--- src/design/bsc_pkg.sv ---
// Package for the barometric compensation core: widths, latency and shared types.
// Used by bsc_front, bsc_div, bsc_back and baro_sensor_compensation_core.
package bsc_pkg;

    localparam int RAW_W        = 20;
    localparam int DATA_W       = 32;
    localparam int CFG_W        = 64;
    localparam int CFG_IDX_W    = 2;
    localparam int FRONT_STAGES = 11;
    localparam int BACK_STAGES  = 4;
    localparam int LATENCY      = FRONT_STAGES + DATA_W + BACK_STAGES;

    localparam logic [CFG_IDX_W-1:0] REG_CAL_TEMP    = 2'd0;
    localparam logic [CFG_IDX_W-1:0] REG_CAL_PRESS_A = 2'd1;
    localparam logic [CFG_IDX_W-1:0] REG_CAL_PRESS_B = 2'd2;
    localparam logic [CFG_IDX_W-1:0] REG_CAL_P9      = 2'd3;

    localparam logic [DATA_W-1:0] OFS_64000   = 32'd64000;
    localparam logic [DATA_W-1:0] OFS_1048576 = 32'd1048576;
    localparam logic [DATA_W-1:0] K_3125      = 32'd3125;
    localparam logic [DATA_W-1:0] OFS_32768   = 32'd32768;
    localparam logic [DATA_W-1:0] RND_128     = 32'd128;

    // calibration words, sign- or zero-extended to 32 bits
    typedef struct packed {
        logic [DATA_W-1:0] t1;
        logic [DATA_W-1:0] t2;
        logic [DATA_W-1:0] t3;
        logic [DATA_W-1:0] p1;
        logic [DATA_W-1:0] p2;
        logic [DATA_W-1:0] p3;
        logic [DATA_W-1:0] p4;
        logic [DATA_W-1:0] p5;
        logic [DATA_W-1:0] p6;
        logic [DATA_W-1:0] p7;
        logic [DATA_W-1:0] p8;
        logic [DATA_W-1:0] p9;
    } cal_t;

    // carried alongside the division
    typedef struct packed {
        logic [DATA_W-1:0] temp;
        logic              post2;
        logic              zero;
    } side_t;

    typedef struct packed {
        logic              valid;
        logic [DATA_W-1:0] dividend;
        logic [DATA_W-1:0] divisor;
        side_t             side;
    } div_req_t;

    typedef struct packed {
        logic              valid;
        logic [DATA_W-1:0] quotient;
        side_t             side;
    } div_rsp_t;

    function automatic logic [DATA_W-1:0] sra(input logic [DATA_W-1:0] x, input int n);
        sra = DATA_W'($signed(x) >>> n);
    endfunction

endpackage

--- src/design/bsc_back.sv ---
// Back pipeline: quotient scaling and the second-order pressure correction.
// Depends on bsc_pkg.
module bsc_back
(
    input  logic                         clk,
    input  logic                         rst_n,
    input  bsc_pkg::div_rsp_t            rsp,
    input  bsc_pkg::cal_t                cal,
    output logic                         out_valid,
    output logic [bsc_pkg::DATA_W-1:0]   out_temp,
    output logic [bsc_pkg::DATA_W-1:0]   out_press,
    output logic                         out_zero
);

    localparam int W = bsc_pkg::DATA_W;

    logic [bsc_pkg::BACK_STAGES:1] v_reg;
    logic [W-1:0] p1_reg, p2_reg, p3_reg, e_reg, g0_reg, f0_reg, g_reg, press_reg;
    logic [W-1:0] t1_reg, t2_reg, t3_reg, t4_reg;
    logic         z1_reg, z2_reg, z3_reg, z4_reg;
    logic [W-1:0] pq, fsum;

    assign pq   = rsp.side.post2 ? (rsp.quotient << 1) : rsp.quotient;
    assign fsum = bsc_pkg::sra(f0_reg, 12) + g_reg + cal.p7;

    always_ff @(posedge clk or negedge rst_n)
    begin
        if (!rst_n)
        begin
            v_reg <= '0;
        end
        else
        begin
            v_reg <= {v_reg[bsc_pkg::BACK_STAGES-1:1], rsp.valid};
        end
    end

    always_ff @(posedge clk)
    begin
        p1_reg    <= pq;
        t1_reg    <= rsp.side.temp;
        z1_reg    <= rsp.side.zero;
        e_reg     <= (p1_reg >> 3) * (p1_reg >> 3);
        g0_reg    <= (p1_reg >> 2) * cal.p8;
        p2_reg    <= p1_reg;
        t2_reg    <= t1_reg;
        z2_reg    <= z1_reg;
        f0_reg    <= cal.p9 * (e_reg >> 13);
        g_reg     <= bsc_pkg::sra(g0_reg, 13);
        p3_reg    <= p2_reg;
        t3_reg    <= t2_reg;
        z3_reg    <= z2_reg;
        press_reg <= z3_reg ? '0 : p3_reg + bsc_pkg::sra(fsum, 4);
        t4_reg    <= t3_reg;
        z4_reg    <= z3_reg;
    end

    assign out_valid = v_reg[bsc_pkg::BACK_STAGES];
    assign out_temp  = t4_reg;
    assign out_press = press_reg;
    assign out_zero  = z4_reg;

endmodule

--- config.mk ---
export PLATFORM = sky130hd
export DESIGN_NAME = bsc_back
export DESIGN_NICKNAME = d
export VERILOG_FILES = /design/src/design/bsc_pkg.sv /design/src/design/bsc_back.sv
export SDC_FILE = /design/constraint.sdc
export NUM_CORES = 2
export LEC_CHECK = 0
export BUFFER_PORTS_ARGS = -buffer_cell sky130_fd_sc_hd__buf_2
export CORE_ASPECT_RATIO = 0.75
export CORE_MARGIN = 5
export CORE_UTILIZATION = 56
export DETAILED_ROUTE_END_ITERATION = 10
export HOLD_SLACK_MARGIN = 0.05
export PLACE_DENSITY = 0.8
export SYNTH_ARGS = -nofsm -noshare
export SYNTH_HDL_FRONTEND = slang
export SYNTH_SLANG_ARGS = --single-unit
--- constraint.sdc ---
create_clock -name clk -period 6.9 [get_ports clk]
set_input_delay 1.38 -clock clk [delete_from_list [all_inputs] [get_ports clk]]
set_output_delay 1.38 -clock clk [all_outputs]
set_load 0.05 [all_outputs]
# Yosys cells after proc, flatten, opt, wreduce, memory -nomap -nowiden
# Cells that the tools add are included.
[totals]
reg_bits = 379
in_bits = 453
out_inout_bits = 66
[classes]
mul = 3
mux = 1
add_sub_neg = 3
[ops]
columns = ["cell", "n"]
rows = [
  ["adder 32 bit", 2],
  ["multiplier 29 x 29 -> 32 bit", 1],
  ["multiplier 30 x 32 -> 32 bit", 1],
  ["multiplier 32 x 19 -> 32 bit", 1],
  ["2-to-1 mux 32 bit", 1],
  ["adder 20 x 19 -> 21 bit", 1],
]

# Depth between registers and ports, before layout
[depth]
ltp_word = 3
mapped_depth = 30

# Worst setup path before layout
# OpenSTA, ideal clock, no wires.
[synth_path]
path_kind = "input to register"
from = "in cal[45] (netlist bit)"
to = "reg g0_reg[29]"
setup_ps = 72
slack_ps = -809
arrival_ps = 7637
cell_stages = 24
cell_sequence = "clkbuf_1 -> clkbuf_1 -> and2_1 -> fa_1 -> fa_1 -> fa_1 -> inv_1 -> fa_1 -> inv_1 -> fa_1 -> fa_1 -> fa_1 -> inv_1 -> fa_1 -> inv_1 -> ha_1 -> a21o_1 -> a21oi_1 -> o21ai_0 -> o21ai_1 -> a211oi_1 -> or3_1 -> a21oi_1 -> xnor2_1"
[synth_between]
elab_chain_cells = 1
[synth_lines]
columns = ["element", "line", "text"]
rows = [
  ["start: declaration", "bsc_back.sv:8", "input bsc_pkg::cal_t cal,"],
  ["multiplier 30 x 32 -> 32 bit", "bsc_back.sv:44", "g0_reg <= (p1_reg >> 2) * cal.p8;"],
  ["end signal: assignment", "bsc_back.sv:44", ""],
  ["end: declaration", "bsc_back.sv:18", "logic [W-1:0] p1_reg, p2_reg, p3_reg, e_reg, g0_reg, f0_reg, g_reg, press_reg;"],
]
# Every way passes these cells.
# A chain may end at the register's enable or synchronous reset.

# Final worst setup path
[layout_path]
from = "in cal[41] (netlist bit)"
to = "reg g0_reg[27]"
# The elaborated chain is that of the path after synthesis.

==> summary.md <==
| Metric | Value |
|---|---|
| Die extent in y | `272 um` |
| Vias in the first global route | `41,300` |
| TritonCTS Buffers | `35` |
| DRC violation count after routing | `0` |
| Worst slew pin tran | `1.16 ns` |
| CTS Sinks | `341` |
| # Max-Cap Violations | `0` |
| DR WL met3 | `11.5 mm` |
| CP Data Required Time | `7.34 ns` |
| Synth unique cells | `71` |
| Sequential area share after synthesis | `13.3%` |
| Fin util | `65.2%` |
| Overall global routing resource usage | `27.3%` |
| Worst Path Arrival | `7.60 ns` |
| Most common cell after layout, fill and taps aside | `inv_1` |
| Core Box Area | `91,300 sq um` |
| Antenna-violating nets left | `0` |
| Place WS | `-0.978 ns` |
| Main area contributors after synthesis | `fa_1, dfxtp_1, inv_1, ha_1, and2_1` |
| Number of flops mapped to enable cells by yosys | `0` |
| Routed met2 length | `64.8 mm` |
| Routed vias/inst | `5.30` |
| Number of port buffers | `230` |
| Run status | `finished, violations left` |
| Vias | `38,000` |
| DP HPWL | `109 mm` |
| Final hold slack | `0.316 ns` |
| Dpl cell area | `56,700 sq um` |
| Syn nets | `7,379` |
| Full die area | `98,100 sq um` |
| Wl on met1 | `52.1 mm` |
| Total Wirelength | `136 mm` |
| H-tree lvl count | `2` |
| Worst setup SP type | `input port` |
| Clock Path Buffers | `3` |
| Clock transition at path regs | `0.07 ns` |
| Fin nets | `7,872` |
| Worst hold path type | `reg -> reg` |
| Initial core utilization | `56.3%` |
| Post-route clock period utilization | `104%` |
| Post-Syn Area | `51,400 sq um` |
| Area delta synth->final | `15.8%` |
| Clock Skews | `0.0307 ns` |
| Largest fanout on the critical path | `7` |
| Setup violators final | `9` |
| Maximum clock rate | `140 MHz` |
| Critical Path Sink Type | `flip-flop` |
| Synth Warn # | `0` |
| Worst skew pair latency | `0.58 ns` |
| Ys async rst share | `1.17%` |
| Final Cell Area | `59,500 sq um` |
| Routability Congestion | `0.914` |
| Initial antenna violation count | `8` |
| RSZ-0062 raised after global routing | `true` |
| Fin. Hold Viols | `0` |
| Final slew viol count | `0` |
| Drt wl/cell | `18.9 um` |
| Synth area leader | `fa_1` |
| Critical path class | `in -> reg` |
| DR pass1 iterations | `7` |
| CTS Root Cell | `clkbuf_16` |
| # rows | `96` |
| Most frequent cells in the layout | `inv_1, fa_1, nand2_1` |
| # IOs | `519` |
| CTS tree | `done` |
| Violated checks | `setup timing` |
| Hold buffers post-CTS | `0` |
| Share of the synthesized area in the top cell type | `43.5%` |
| Share of cells above drive strength 1 | `17.3%` |
| Min cycle time layout | `7.15 ns` |
| Yosys reg bits | `341` |
| Global-route wire length before repair | `215 mm` |
| Avg Inst Size Synth | `9.49 sq um` |
| Uppermost layer routed | `met5` |
| DRT iter0 DRCs | `3,085` |
| Congestion Overflow GR | `0` |
| Largest net degree at the start of global routing | `35` |
| Mapped Cells | `5,418` |
| Slew headroom | `22.4%` |
| Final WS setup | `-0.253 ns` |
| Top FF cell, synth | `dfxtp_1` |
| Die width | `360 um` |
## stage by stage
stage | setup TNS [ns] | instances
floorplan | -1.53 | 5418
global placement | -13.74 | 7050
detailed placement | -17.43 | 7050
CTS | -0.309 | 7125
global route | -4.17 | 7169
finish | -1.31 | 7172
## cells in the mapped netlist, types with 25 or more instances
cell type	instances
xor2_1	56
mux2_2	31
nor2_1	117
clkbuf_1	212
xnor2_1	161
a21oi_1	84
fa_1	1118
and2_1	547
nor2b_1	25
nand2_1	683
inv_1	1321
nor3_1	28
ha_1	390
dfxtp_1	337
o21ai_0	44
o21a_1	28
a21o_1	44
## cells by family (layout without fill, tap and decap cells)
kind of cell | Yosys count | in the layout | synth area share [%]
XOR/XNOR | 218 | 218 | 3.74
buffers and inverters | 1543 | 2063 | 11.3
flip-flops | 341 | 341 | 13.3
AND/OR/NAND/NOR | 1485 | 1485 | 14.1
AO/OA/AOI/OAI | 289 | 289 | 3.81
other | 0 | 9 | 0
multiplexers | 34 | 34 | 0.740
adder cells (fa/ha/maj) | 1508 | 1508 | 53.0
## critical path: stages
cell and delay, ns:
buf_12 0.13, and2_4 0.16, fa_1 0.58, fa_1 0.47, fa_1 0.55, inv_2 0.05
fa_1 0.50, inv_2 0.05, fa_1 0.44, ha_1 0.33, fa_1 0.48, inv_1 0.06
fa_1 0.50, inv_2 0.05, ha_4 0.22, and3_4 0.17, a211oi_4 0.29, a211oi_4 0.13
o21ai_4 0.24, buf_4 0.16, buf_6 0.12, a21oi_2 0.05, nand2b_4 0.16, a211oi_2 0.25
nor3_2 0.08
## final timing paths
| kind | startpoint | endpoint | slack, ns | cells after the start |
|---|---|---|---|---|
| worst max-delay path | cal[41] | g0_reg[27]$_DFF_P_ | -0.25 | 25 |
| worst min-delay path | g0_reg[13]$_DFF_P_ | g_reg[0]$_DFF_P_ | 0.32 | 0 |
| worst max register to register | p1_reg[5]$_DFF_P_ | g0_reg[27]$_DFF_P_ | -0.11 | 25 |
| worst min register to register | g0_reg[13]$_DFF_P_ | g_reg[0]$_DFF_P_ | 0.32 | 0 |
| max in group asynchronous | rst_n | v_reg[4]$_DFF_PN0_ | 6.17 | 1 |
| min in group asynchronous | rst_n | v_reg[1]$_DFF_PN0_ | 0.61 | 1 |
## cell type report
cell class	instances	area, sq um
Clock buffer	43	946
Antenna cell	9	22.5
Multi-Input combinational cell	3534	39900
Fill cell	6701	31800
Timing Repair Buffer	678	5070
Sequential cell	341	6900
Tap cell	1225	1530
Clock inverter	21	231
Inverter	1321	4960
## what timing repair did
action / in CTS / in global routing
resized for setup: 93 / 219
hold endpoints to repair: 0 / 0
buffers inserted: 11 / 38
setup endpoints to repair: 27 / 40
gates cloned: 0 / 4
pin swaps: 49 / 113
## routing by layer
layer	vias to the layer above	GRT usage (%)
met5	-	0
met4	4	11.2
met3	369	4.14
met2	1739	45.2
met1	19200	36.2
li1	16700	-
Power is left out: the tool's default activity adds up to more than one toggle a clock period on the data nets, which glitch-free logic cannot reach.
